--- src/rtl/double_buffered_event_stack_unit_macros.svh ---
// assertion macros for the double-buffered event stack unit
// used by the modules in rtl/ that carry concurrent checks; no other dependencies
`ifndef DOUBLE_BUFFERED_EVENT_STACK_UNIT_MACROS_SVH
`define DOUBLE_BUFFERED_EVENT_STACK_UNIT_MACROS_SVH

// condition holds at every clock edge out of reset
`define DBES_ASSERT_ALWAYS(label, clk, rst, cond, msg) \
  label: assert property (@(posedge clk) disable iff (rst) (cond)) else $error(msg);

// consequent holds in the same cycle as the antecedent
`define DBES_ASSERT_IMPL(label, clk, rst, ante, cons, msg) \
  label: assert property (@(posedge clk) disable iff (rst) (ante) |-> (cons)) else $error(msg);

// consequent holds in the cycle after the antecedent
`define DBES_ASSERT_NEXT(label, clk, rst, ante, cons, msg) \
  label: assert property (@(posedge clk) disable iff (rst) (ante) |=> (cons)) else $error(msg);

`endif

--- src/rtl/dbes_pkg.sv ---
// shared types, constants and helpers for the double-buffered event stack unit
// no dependencies; used by double_buffered_event_stack_unit and tb_top
`timescale 1ns / 1ps

package dbes_pkg;

  // entries per list, two lists share one memory
  localparam int LIST_DEPTH = 16;
  localparam int CNT_W      = $clog2(LIST_DEPTH + 1);
  localparam int MEM_DEPTH  = 2 * LIST_DEPTH;
  localparam int ADDR_W     = $clog2(MEM_DEPTH);

  // request kinds
  typedef enum logic [2:0] {
    KIND_CLEAR    = 3'd0,
    KIND_SET_USER = 3'd1,
    KIND_ADD      = 3'd2,
    KIND_GET      = 3'd3,
    KIND_MARK     = 3'd4
  } kind_t;

  // sequencer states
  typedef enum logic [2:0] {
    ST_IDLE,
    ST_POP,
    ST_MARK,
    ST_SWAP,
    ST_EMIT
  } state_t;

  // request beat
  typedef struct packed {
    logic [2:0]  kind;
    logic [7:0]  event_id;
    logic [7:0]  event_target;
    logic [31:0] event_data;
    logic        event_done;
  } req_t;

  // response beat
  typedef struct packed {
    logic [7:0]  out_id;
    logic [7:0]  out_target;
    logic [31:0] out_data;
    logic        out_done;
  } rsp_t;

  // stored event
  typedef struct packed {
    logic [7:0]  id;
    logic [7:0]  target;
    logic [31:0] data;
    logic        done;
  } entry_t;

  // memory address of entry idx of list sel
  function automatic logic [ADDR_W-1:0] list_addr(input logic sel,
                                                  input logic [CNT_W-1:0] idx);
    logic [ADDR_W:0] a;
    a = (ADDR_W + 1)'(idx) + (sel ? (ADDR_W + 1)'(LIST_DEPTH) : '0);
    return a[ADDR_W-1:0];
  endfunction

  // count after a push, saturating at the list depth
  function automatic logic [CNT_W-1:0] push_count(input logic [CNT_W-1:0] cnt);
    return (cnt == CNT_W'(LIST_DEPTH)) ? cnt : cnt + 1'b1;
  endfunction

  // entry still wants handling after a swap
  function automatic logic entry_live(input entry_t e);
    return (e.target != 8'd0) && !e.done;
  endfunction

endpackage

--- src/rtl/double_buffered_event_stack_unit.sv ---
// double-buffered event stack: two lifo lists in one memory plus a user slot
// depends on dbes_pkg and double_buffered_event_stack_unit_macros.svh
`timescale 1ns / 1ps
`include "double_buffered_event_stack_unit_macros.svh"

//  channel | dir | handshake          | payload
//  req     | in  | req_valid/req_stall | dbes_pkg::req_t
//  rsp     | out | rsp_valid/rsp_stall | dbes_pkg::rsp_t
//
//  clear, set user slot and add are done in the idle state; a get served by the user slot needs no memory read
//  pop and mark: memory read in the idle state, then result (ST_POP) or write back (ST_MARK)
//  get on an empty list: swap walk over the swap_total entries of the old list through the one read port
//  synchronous reset clears control state; the list memory is not cleared
//  a get result waits in the rsp register (or a hold register) while rsp_stall is high

module double_buffered_event_stack_unit (
  input  logic           clk,
  input  logic           rst,
  input  logic           req_valid,
  output logic           req_stall,
  input  dbes_pkg::req_t req,
  output logic           rsp_valid,
  input  logic           rsp_stall,
  output dbes_pkg::rsp_t rsp
);

  // control and state registers
  dbes_pkg::state_t                   state, state_next;
  dbes_pkg::entry_t                   user_slot, user_slot_next;
  logic [dbes_pkg::CNT_W-1:0]         count_a, count_a_next;
  logic [dbes_pkg::CNT_W-1:0]         count_b, count_b_next;
  logic [dbes_pkg::CNT_W-1:0]         swap_total, swap_total_next;
  logic                               current_sel, current_sel_next;
  logic [dbes_pkg::CNT_W-1:0]         sw_rd, sw_rd_next;
  logic                               sw_pend, sw_pend_next;
  logic                               rsp_valid_next;
  dbes_pkg::rsp_t                     rsp_next;
  dbes_pkg::entry_t                   hold, hold_next;

  // memory and its ports
  dbes_pkg::entry_t                   mem [0:dbes_pkg::MEM_DEPTH-1];
  dbes_pkg::entry_t                   rdata;
  logic                               mem_we, mem_re;
  logic [dbes_pkg::ADDR_W-1:0]        mem_waddr, mem_raddr;
  dbes_pkg::entry_t                   mem_wdata;

  // shared conditions
  logic                               req_acc, user_hit, out_free, swap_last;
  logic [dbes_pkg::CNT_W-1:0]         cur_cnt, nxt_cnt, nxt_push;
  logic                               res_valid;
  dbes_pkg::entry_t                   res_val, req_entry;

  // terms for the checks
  logic                               counts_ok, in_swap, swap_done, user_get;

  assign req_stall = (state != dbes_pkg::ST_IDLE);
  assign req_acc   = req_valid && !req_stall;
  assign user_hit  = (user_slot.id != 8'd0);
  assign out_free  = !rsp_valid || !rsp_stall;
  assign swap_last = (sw_rd == swap_total);
  assign cur_cnt   = current_sel ? count_b : count_a;
  assign nxt_cnt   = current_sel ? count_a : count_b;
  assign nxt_push  = dbes_pkg::push_count(nxt_cnt);
  assign req_entry = '{id: req.event_id, target: req.event_target,
                       data: req.event_data, done: req.event_done};

  // next state
  always_comb begin
    state_next = state;
    case (state)
      dbes_pkg::ST_IDLE: begin
        if (req_acc && req.kind == dbes_pkg::KIND_GET) begin
          if (user_hit) begin
            state_next = out_free ? dbes_pkg::ST_IDLE : dbes_pkg::ST_EMIT;
          end else if (cur_cnt != '0) begin
            state_next = dbes_pkg::ST_POP;
          end else begin
            state_next = dbes_pkg::ST_SWAP;
          end
        end else if (req_acc && req.kind == dbes_pkg::KIND_MARK &&
                     cur_cnt != dbes_pkg::CNT_W'(dbes_pkg::LIST_DEPTH)) begin
          state_next = dbes_pkg::ST_MARK;
        end
      end
      dbes_pkg::ST_POP: begin
        state_next = out_free ? dbes_pkg::ST_IDLE : dbes_pkg::ST_EMIT;
      end
      dbes_pkg::ST_MARK: begin
        state_next = dbes_pkg::ST_IDLE;
      end
      dbes_pkg::ST_SWAP: begin
        if (swap_last) begin
          state_next = out_free ? dbes_pkg::ST_IDLE : dbes_pkg::ST_EMIT;
        end
      end
      dbes_pkg::ST_EMIT: begin
        state_next = out_free ? dbes_pkg::ST_IDLE : dbes_pkg::ST_EMIT;
      end
      default: begin
        state_next = dbes_pkg::ST_IDLE;
      end
    endcase
  end

  // datapath, memory accesses and results
  always_comb begin
    logic [dbes_pkg::CNT_W-1:0] nxt_after;
    user_slot_next   = user_slot;
    count_a_next     = count_a;
    count_b_next     = count_b;
    swap_total_next  = swap_total;
    current_sel_next = current_sel;
    sw_rd_next       = sw_rd;
    sw_pend_next     = sw_pend;
    mem_we           = 1'b0;
    mem_waddr        = '0;
    mem_wdata        = rdata;
    mem_re           = 1'b0;
    mem_raddr        = '0;
    res_valid        = 1'b0;
    res_val          = '0;
    nxt_after        = nxt_cnt;
    case (state)
      dbes_pkg::ST_IDLE: begin
        if (req_acc) begin
          case (req.kind)
            dbes_pkg::KIND_CLEAR: begin
              user_slot_next   = '0;
              count_a_next     = '0;
              count_b_next     = '0;
              swap_total_next  = '0;
              current_sel_next = 1'b0;
            end
            dbes_pkg::KIND_SET_USER: begin
              user_slot_next = req_entry;
            end
            dbes_pkg::KIND_ADD: begin
              // push onto the next list, top entry overwritten when full
              if (req.event_id != 8'd0) begin
                mem_we    = 1'b1;
                mem_waddr = dbes_pkg::list_addr(!current_sel, nxt_push - 1'b1);
                mem_wdata = req_entry;
                if (current_sel) count_a_next = nxt_push;
                else             count_b_next = nxt_push;
              end
            end
            dbes_pkg::KIND_GET: begin
              if (user_hit) begin
                res_valid      = 1'b1;
                res_val        = user_slot;
                user_slot_next = '0;
              end else if (cur_cnt != '0) begin
                // pop: read the top entry, data arrives next cycle
                mem_re    = 1'b1;
                mem_raddr = dbes_pkg::list_addr(current_sel, cur_cnt - 1'b1);
                if (current_sel) count_b_next = cur_cnt - 1'b1;
                else             count_a_next = cur_cnt - 1'b1;
              end else begin
                sw_rd_next   = '0;
                sw_pend_next = 1'b0;
              end
            end
            dbes_pkg::KIND_MARK: begin
              if (cur_cnt != dbes_pkg::CNT_W'(dbes_pkg::LIST_DEPTH)) begin
                mem_re    = 1'b1;
                mem_raddr = dbes_pkg::list_addr(current_sel, cur_cnt);
              end
            end
            default: begin
            end
          endcase
        end
      end
      dbes_pkg::ST_POP: begin
        res_valid = 1'b1;
        res_val   = rdata;
      end
      dbes_pkg::ST_MARK: begin
        // write back the entry with its done flag set
        mem_we         = 1'b1;
        mem_waddr      = dbes_pkg::list_addr(current_sel, cur_cnt);
        mem_wdata      = rdata;
        mem_wdata.done = 1'b1;
      end
      dbes_pkg::ST_SWAP: begin
        // re-push the entry read last cycle if still live
        if (sw_pend && dbes_pkg::entry_live(rdata)) begin
          mem_we    = 1'b1;
          mem_waddr = dbes_pkg::list_addr(!current_sel, nxt_push - 1'b1);
          mem_wdata = rdata;
          nxt_after = nxt_push;
          if (current_sel) count_a_next = nxt_push;
          else             count_b_next = nxt_push;
        end
        // read the following entry of the old current list
        if (!swap_last) begin
          mem_re       = 1'b1;
          mem_raddr    = dbes_pkg::list_addr(current_sel, sw_rd);
          sw_rd_next   = sw_rd + 1'b1;
          sw_pend_next = 1'b1;
        end else begin
          sw_pend_next     = 1'b0;
          if (current_sel) count_b_next = '0;
          else             count_a_next = '0;
          current_sel_next = !current_sel;
          swap_total_next  = nxt_after;
          res_valid        = 1'b1;
          res_val          = '0;
        end
      end
      dbes_pkg::ST_EMIT: begin
        res_valid = 1'b1;
        res_val   = hold;
      end
      default: begin
      end
    endcase
  end

  // response register with hold for a stalled output
  always_comb begin
    rsp_valid_next = rsp_valid;
    rsp_next       = rsp;
    hold_next      = hold;
    if (res_valid && out_free) begin
      rsp_valid_next = 1'b1;
      rsp_next       = '{out_id: res_val.id, out_target: res_val.target,
                         out_data: res_val.data, out_done: res_val.done};
    end else if (res_valid) begin
      hold_next = res_val;
    end else if (rsp_valid && !rsp_stall) begin
      rsp_valid_next = 1'b0;
    end
  end

  // control registers
  always_ff @(posedge clk) begin
    if (rst) begin
      state       <= dbes_pkg::ST_IDLE;
      user_slot   <= '0;
      count_a     <= '0;
      count_b     <= '0;
      swap_total  <= '0;
      current_sel <= 1'b0;
      sw_rd       <= '0;
      sw_pend     <= 1'b0;
      rsp_valid   <= 1'b0;
    end else begin
      state       <= state_next;
      user_slot   <= user_slot_next;
      count_a     <= count_a_next;
      count_b     <= count_b_next;
      swap_total  <= swap_total_next;
      current_sel <= current_sel_next;
      sw_rd       <= sw_rd_next;
      sw_pend     <= sw_pend_next;
      rsp_valid   <= rsp_valid_next;
    end
  end

  // payload registers
  always_ff @(posedge clk) begin
    rsp  <= rsp_next;
    hold <= hold_next;
  end

  // list memory, one write and one registered read port
  always_ff @(posedge clk) begin
    if (mem_we) begin
      mem[mem_waddr] <= mem_wdata;
    end
    if (mem_re) begin
      rdata <= mem[mem_raddr];
    end
  end

  // terms for the checks
  assign counts_ok = (count_a <= dbes_pkg::CNT_W'(dbes_pkg::LIST_DEPTH)) &&
                     (count_b <= dbes_pkg::CNT_W'(dbes_pkg::LIST_DEPTH));
  assign in_swap   = (state == dbes_pkg::ST_SWAP);
  assign swap_done = in_swap && swap_last;
  assign user_get  = req_acc && (req.kind == dbes_pkg::KIND_GET) && user_hit;

  // checks
  `DBES_ASSERT_ALWAYS(a_count_range, clk, rst, counts_ok, "list count above depth")
  `DBES_ASSERT_IMPL(a_swap_bound, clk, rst, in_swap, sw_rd <= swap_total, "swap walk past total")
  `DBES_ASSERT_NEXT(a_swap_flip, clk, rst, swap_done, $changed(current_sel), "no list exchange")
  `DBES_ASSERT_NEXT(a_user_taken, clk, rst, user_get, user_slot.id == 8'd0, "user slot kept")

endmodule

--- config.mk ---
export PLATFORM = sky130hd
export DESIGN_NAME = double_buffered_event_stack_unit
export DESIGN_NICKNAME = d
export VERILOG_FILES = /design/src/rtl/dbes_pkg.sv /design/src/rtl/double_buffered_event_stack_unit.sv
export VERILOG_INCLUDE_DIRS = /design/src /design/src/rtl
export SDC_FILE = /design/constraint.sdc
export NUM_CORES = 2
export LEC_CHECK = 0
export ABC_AREA = 1
export BUFFER_PORTS_ARGS = -buffer_cell sky130_fd_sc_hd__buf_2
export CAP_MARGIN = 15
export CORE_AREA = 2 2 383 385
export CTS_CLUSTER_SIZE = 24
export DETAILED_ROUTE_END_ITERATION = 6
export DIE_AREA = 0 0 385 387
export PLACE_DENSITY = 0.81
export SLEW_MARGIN = 25
export SYNTH_ARGS = -nofsm -noshare
export SYNTH_HDL_FRONTEND = slang
export SYNTH_SLANG_ARGS = --single-unit
--- constraint.sdc ---
create_clock -name clk -period 7.5 [get_ports clk]
set_input_delay 2.25 -clock clk [delete_from_list [all_inputs] [get_ports clk]]
set_output_delay 2.25 -clock clk [all_outputs]
set_load 0.005 [all_outputs]
### Word-level counts from Yosys, hierarchy flattened

Memory sizes are Yosys's and may differ from the RTL's. A register that Yosys moved wholly into a read port is not among the register bits.
Cells that the tools add are included.

| storage, ports and cells | value |
|---|---|
| flip-flop bits (word level) | 173 |
| RAM bits | 1,568 |
| bits of input ports | 56 |
| output and inout port bits | 51 |
| logic and storage cells | 189 |
| memories kept | 1 |

Memories:

| name | depth | width | read ports | clocked after Yosys merged registers in | wr ports | RTL line | source |
|---|---|---|---|---|---|---|---|
| mem | 32 | 49 | 1 | 1 | 1 | double_buffered_event_stack_unit.sv:41 | `dbes_pkg::entry_t mem [0:dbes_pkg::MEM_DEPTH-1];` |

| operators by class | value |
|---|---|
| add/subtract/negate cells | 8 |
| equal/unequal tests | 27 |
| multiplexer cells | 98 |
| bitwise operators | 1 |
| reduce and logical (&&, ||, !) cells | 34 |

Operators by type and width:

| operator | count |
|---|---|
| $mux 49 | 7 |
| $pmux 49 s3 | 2 |
| $mux 5 | 41 |
| $pmux 49 s2 | 1 |
| $pmux 5 s2 | 6 |
| $pmux 5 s3 | 3 |
| $mux 1 | 25 |
| $reduce_bool 8->1 | 3 |
| $add 5x5->5 | 4 |
| $ne 3x3->1 const B | 6 |
| $mux 3 | 5 |
| $ne 2x2->1 const B | 7 |
| $reduce_and 7->1 | 2 |
| $eq 3x2->1 const B | 4 |
| $add 5x1->5 const B | 2 |
| $sub 5x1->5 const B | 2 |
| $pmux 3 s3 | 1 |
| $logic_and 1x1->1 | 8 |
| $pmux 1 s2 | 4 |
| $reduce_and 4->1 | 2 |
| $eq 3x1->1 const B | 2 |
| $eq 3x3->1 const B | 2 |
| $logic_not 3->1 | 2 |
| $pmux 1 s3 | 2 |
| 16 further kinds | 25 |

### Longest topological paths before layout

| logic depth | value |
|---|---|
| depth after elaboration | 9 |
| depth in mapped cells | 23 |
| mapped depth without buffers | 20 |

### Worst setup path after synthesis

No wires, ideal clock.

| timing | value |
|---|---|
| path type | input-to-reg |
| start | in req[51] (netlist bit) |
| end | mem mem[12][0] (netlist bit), enable pin |
| library setup time | 0.456 ns |
| data arrival time | 5.553 ns |
| required time | 7.044 ns |
| setup slack | 1.491 ns |
| stages on the path | 13 |
| path buffers | 0 |
| cells stage by stage | inv_2 > nand3_1 > nor2_1 > inv_2 > nor2_1 > inv_2 > o21ai_2 > inv_2 > o22ai_1 > inv_1 > nor2_1 > nand2_1 > nor2_1 |

| on the way | value |
|---|---|
| longest elaborated chain between the ends | 6 |
| elaborated cells between the ends (all ways) | 9 |
| classes of those cells | eq/ne (1); mux (8) |

Ends and longest elaborated chain:

| element | RTL line | source |
|---|---|---|
| start: declaration | double_buffered_event_stack_unit.sv:21 | `input dbes_pkg::req_t req,` |
| $eq 3x2->1 (*) | double_buffered_event_stack_unit.sv:126 | `case (req.kind)` |
| $mux 1 | double_buffered_event_stack_unit.sv:126 |  |
| $mux 1 | double_buffered_event_stack_unit.sv:125 | `if (req_acc) begin` |
| $pmux 1 s3 | double_buffered_event_stack_unit.sv:123 | `case (state)` |
| $mux 1 | double_buffered_event_stack_unit.sv:269 | `if (mem_we) begin` |
| $mux 1 (implied by the code) | double_buffered_event_stack_unit.sv:270 | `mem[mem_waddr] <= mem_wdata;` |
| end: declaration | double_buffered_event_stack_unit.sv:41 |  |

Mark *: on every way between the ends. The rest lies on a longest branch, timed or not.

### Worst setup path in the final report

| timing | value |
|---|---|
| start | reg current_sel |
| end | mem mem[19][13] (netlist bit), enable pin |

| on the way | value |
|---|---|
| longest elaborated chain between the ends | 9 |
| elaborated cells between the ends (all ways) | 15 |
| classes of those cells | add/sub (4); eq/ne (1); mux (10) |

Ends and longest elaborated chain:

| element | RTL line | source |
|---|---|---|
| start: declaration | double_buffered_event_stack_unit.sv:33 | `logic current_sel, current_sel_next;` |
| start signal: assignment | double_buffered_event_stack_unit.sv:254 | `current_sel <= current_sel_next;` |
| $mux 5 | double_buffered_event_stack_unit.sv:62 | `assign nxt_cnt = current_sel ? count_a : count_b;` |
| $add 5x1->5 or $eq 5x5->1 (tied branches) | dbes_pkg.sv:66 | `return (cnt == CNT_W'(LIST_DEPTH)) ? cnt : cnt + 1'b1;` |
| $mux 5 | dbes_pkg.sv:66 |  |
| $sub 5x1->5 | double_buffered_event_stack_unit.sv:141, double_buffered_event_stack_unit.sv:189 |  |
| $add 5x5->5 | dbes_pkg.sv:60 | `a = (ADDR_W + 1)'(idx) + (sel ? (ADDR_W + 1)'(LIST_DEPTH) : '0);` |
| $mux 5 | double_buffered_event_stack_unit.sv:139 | `if (req.event_id != 8'd0) begin` |
| $mux 5 | double_buffered_event_stack_unit.sv:126 |  |
| $mux 5 | double_buffered_event_stack_unit.sv:125 |  |
| $pmux 5 s3 (*) | double_buffered_event_stack_unit.sv:123 |  |

Marked as above.

==> results.md <==
- WP data arrival: 6.08 ns
- Failing checks: design-rule violations
- Vias in the first global route: 55.6k
- Clock Power Share: 43.1%
- Comb pwr share: 2.4%
- Total placed instance area: 0.0817 mm^2
- Pins over their slew limit: 0
- Initial antenna violation count: 5
- Site Rows: 140
- Switching share of power: 20.7%
- Inserted Clock Buffers: 169
- Leak: 34.0 nW
- GP Congestion: 0.881
- Seq/Total Area, Yosys: 67.1%
- Post-synth ARST share: 0%
- Clock Sinks: 1790
- Root buffer cell: clkbuf_16
- Startpoint Class: flop
- YS warnings: 0
- Fillers: 10.5k
- Final Cycle Share: 74.5%
- Worst Path Required: 7.99 ns
- Fin cells: 9429
- Clk buf depth: 3
- Pwr Density: 230 mW/mm^2
- Wire per inst: 23.9 um
- Switching power: 4.17 mW
- Post-route ant nets: 0
- Commonest register cell after synthesis: edfxtp_1
- Setup violations, final: 0
- Synth area leaders: edfxtp_1 65%, nand3_1 11%, nand2_1 7.9%
- Critical-path maximum fanout: 33
- Latest clock arrival within the worst-skew pair: 0.83 ns
- Area leader, netlist: edfxtp_1
- Total number of vias: 57.9k
- Via/cell ratio: 6.14
- Residual DRC count: 10
- First drt pass iteration count: 7
- Core area: 0.145 mm^2
- Syn Area/Cell: 10.6 um^2
- Yosys top cell area share: 65.2%
- Design area: 0.0874 mm^2
- Worst setup margin: 1.91 ns
- Post-synth cell types: 46
- Dpl cells: 9110
- Post-Synthesis Cells: 7432
- Sequential share of power: 54.5%
- VDD IR max: 0.252 mV
- CTS tree: built
- Crit path kind: reg -> reg
- Pint: 16.0 mW
- Final min period: 5.59 ns
- H-tree depth: 4
- Worst-path clk slew: 0.06 ns
- Hold Buf Count CTS: 0
- Max_slew headroom: 15.1%
- Fmax: 0.179 GHz
- GR Overflow Total: 0
- Max-Cap Viols: 0
- Most frequent cell after synthesis: nand3_1
- I/O Pins: 107
- Final hold vios: 0
- Die X: 385 um
- Mapped cell area: 0.0790 mm^2
- Status: finished, violations left
- Die height: 387 um
- Die ar.: 0.149 mm^2
- Layout cells sized above 1: 8.11%
- RSZ-0062 raised after global routing: no
- Worst Hold Class: reg -> reg
- Pin count of the biggest net entering global routing: 201
- Total wire length: 225 mm
- Syn nets: 7496
- EDFF count, synth: 1715
- #FFs+latches synth: 1790
- Post-place setup slack: 1.75 ns
- DRT iter0 DRCs: 10.2k
- Global-route wire length before repair: 337 mm
- Post-CTS sizing: 0
- Postcts setup bufs: 0
- Worst-margin pin slew: 1.27 ns
- Port buffer count: 106
- Setup TNS: 0 ns
- Worst Clk Skew: 0.0331 ns
- Hpwl dp: 116 mm
- Crit end category: flop
- Area Overhead vs Synth: 10.6%
- Tot GR Track Use: 29.9%
- Initial Utilization: 54.5%
- Top cells by count, synth: 1813 x nand3_1, 1715 x edfxtp_1, 1660 x nand2_1
- Number of nets in the layout: 7429
final cells by class:
class                      count  area (um^2)  share of cell area [%]
clock buffer                 195         4490                    5.13
multi-input combinational   4131        20200                    23.2
clock inverter               120         1120                    1.28
timing repair buffer         238         2220                    2.54
inverter                    1035         3890                    4.46
antenna                        3         7.51                 0.00859
sequential                  1790        53000                    60.7
tap                         1917         2400                    2.75
layer usage:
metal  vias to the layer above  GRT usage (%)  routed length [um]
met3                       901           8.31               33600
met4                         8           14.9               12300
met1                     27259           38.9               77200
met5                         -              0                  52
li1                      25066              -                   -
met2                      4688           45.9              102000
cells in the final DEF, fill, tap and decap left out, types with 4 or more instances in the layout:
cell	count
nor3_1	6
buf_2	106
clkbuf_16	176
o21ai_0	31
clkinv_1	44
nor2_1	39
buf_12	51
clkinv_2	44
clkinvlp_4	5
nand3b_1	344
ha_1	7
a211oi_1	6
xor2_1	9
o22ai_4	4
xnor2_1	5
nor2_4	40
o21ai_4	5
dfxtp_1	74
nand2_1	1644
o211ai_1	17
nand3_1	1813
edfxtp_1	1715
inv_1	1016
inv_6	5
a21oi_1	84
inv_2	15
nand2_2	19
o22ai_2	4
clkbuf_1	18
buf_4	78
bufinv_16	17
nand4_1	7
o21ai_2	9
power by group through the flow:
stage / clock [mW] / sequential [mW] / combinational, mW
3_5_place_dp: 0 / 11.2 / 0.457
3_3_place_gp: 0 / 11.2 / 0.442
2_1_floorplan: 0 / 11.2 / 0.262
4_1_cts: 8.70 / 11.0 / 0.461
5_1_grt: 9.08 / 11.0 / 0.510
6_report: 8.68 / 11.0 / 0.476
flip-flops by register name (all words and copies together) (netlist names):
name / flops
rsp_valid: 1
swap_total: 5
rdata: 49
sw_rd: 5
current_sel: 1
count_a: 5
mem: 1568
hold: 49
rsp: 49
sw_pend: 1
state: 3
user_slot: 49
count_b: 5
worst max-delay path, cell delays in order, from the launching register on:
cell and delay [ns]:
dfxtp_1 0.68, o21ai_1 0.29, inv_2 0.13, ha_1 0.21
inv_1 0.07, xor2_1 0.16, nor2_1 0.41, inv_1 0.13
ha_1 0.29, nand2_1 0.04, o21ai_0 0.25, xnor2_1 0.13
xnor2_1 0.29, nand2_1 0.08, nand2_1 0.23, inv_2 0.07
nor2_1 0.15, nand2_1 0.28, nor2_4 0.91, buf_12 0.39
stage by stage:
stage          hold slack, ns  util (%)  total power, mW
6_report                0.465      60.3             20.1
5_1_grt                 0.484      60.3             20.6
4_1_cts                 0.466      60.3             20.1
3_5_place_dp            0.457      56.4             11.6
3_3_place_gp            0.452      56.3             11.6
2_1_floorplan           0.440         -             11.4
final timing paths:
kind | from | endpoint | slack, ns | cells after the start
worst max-delay path | current_sel | mem[19][13] | 1.91 | 19
worst min-delay path | user_slot[14] | user_slot[14] | 0.47 | 2
worst max register to register | current_sel | mem[19][13] | 1.91 | 19
worst min register to register | user_slot[14] | user_slot[14] | 0.47 | 2
cells by family (layout without fill, tap and decap cells):
group | Yosys count | count (layout) | share of synthesized area, %
other cells | 0 | 3 | 0
simple gates | 3931 | 3931 | 23.4
xor+xnor | 15 | 15 | 0.176
fa+ha+maj | 8 | 8 | 0.136
flops | 1790 | 1790 | 67.1
compound gates | 177 | 177 | 1.29
buf+inv | 1511 | 1588 | 7.94
Note: power is estimated with default switching activity, not from simulation.
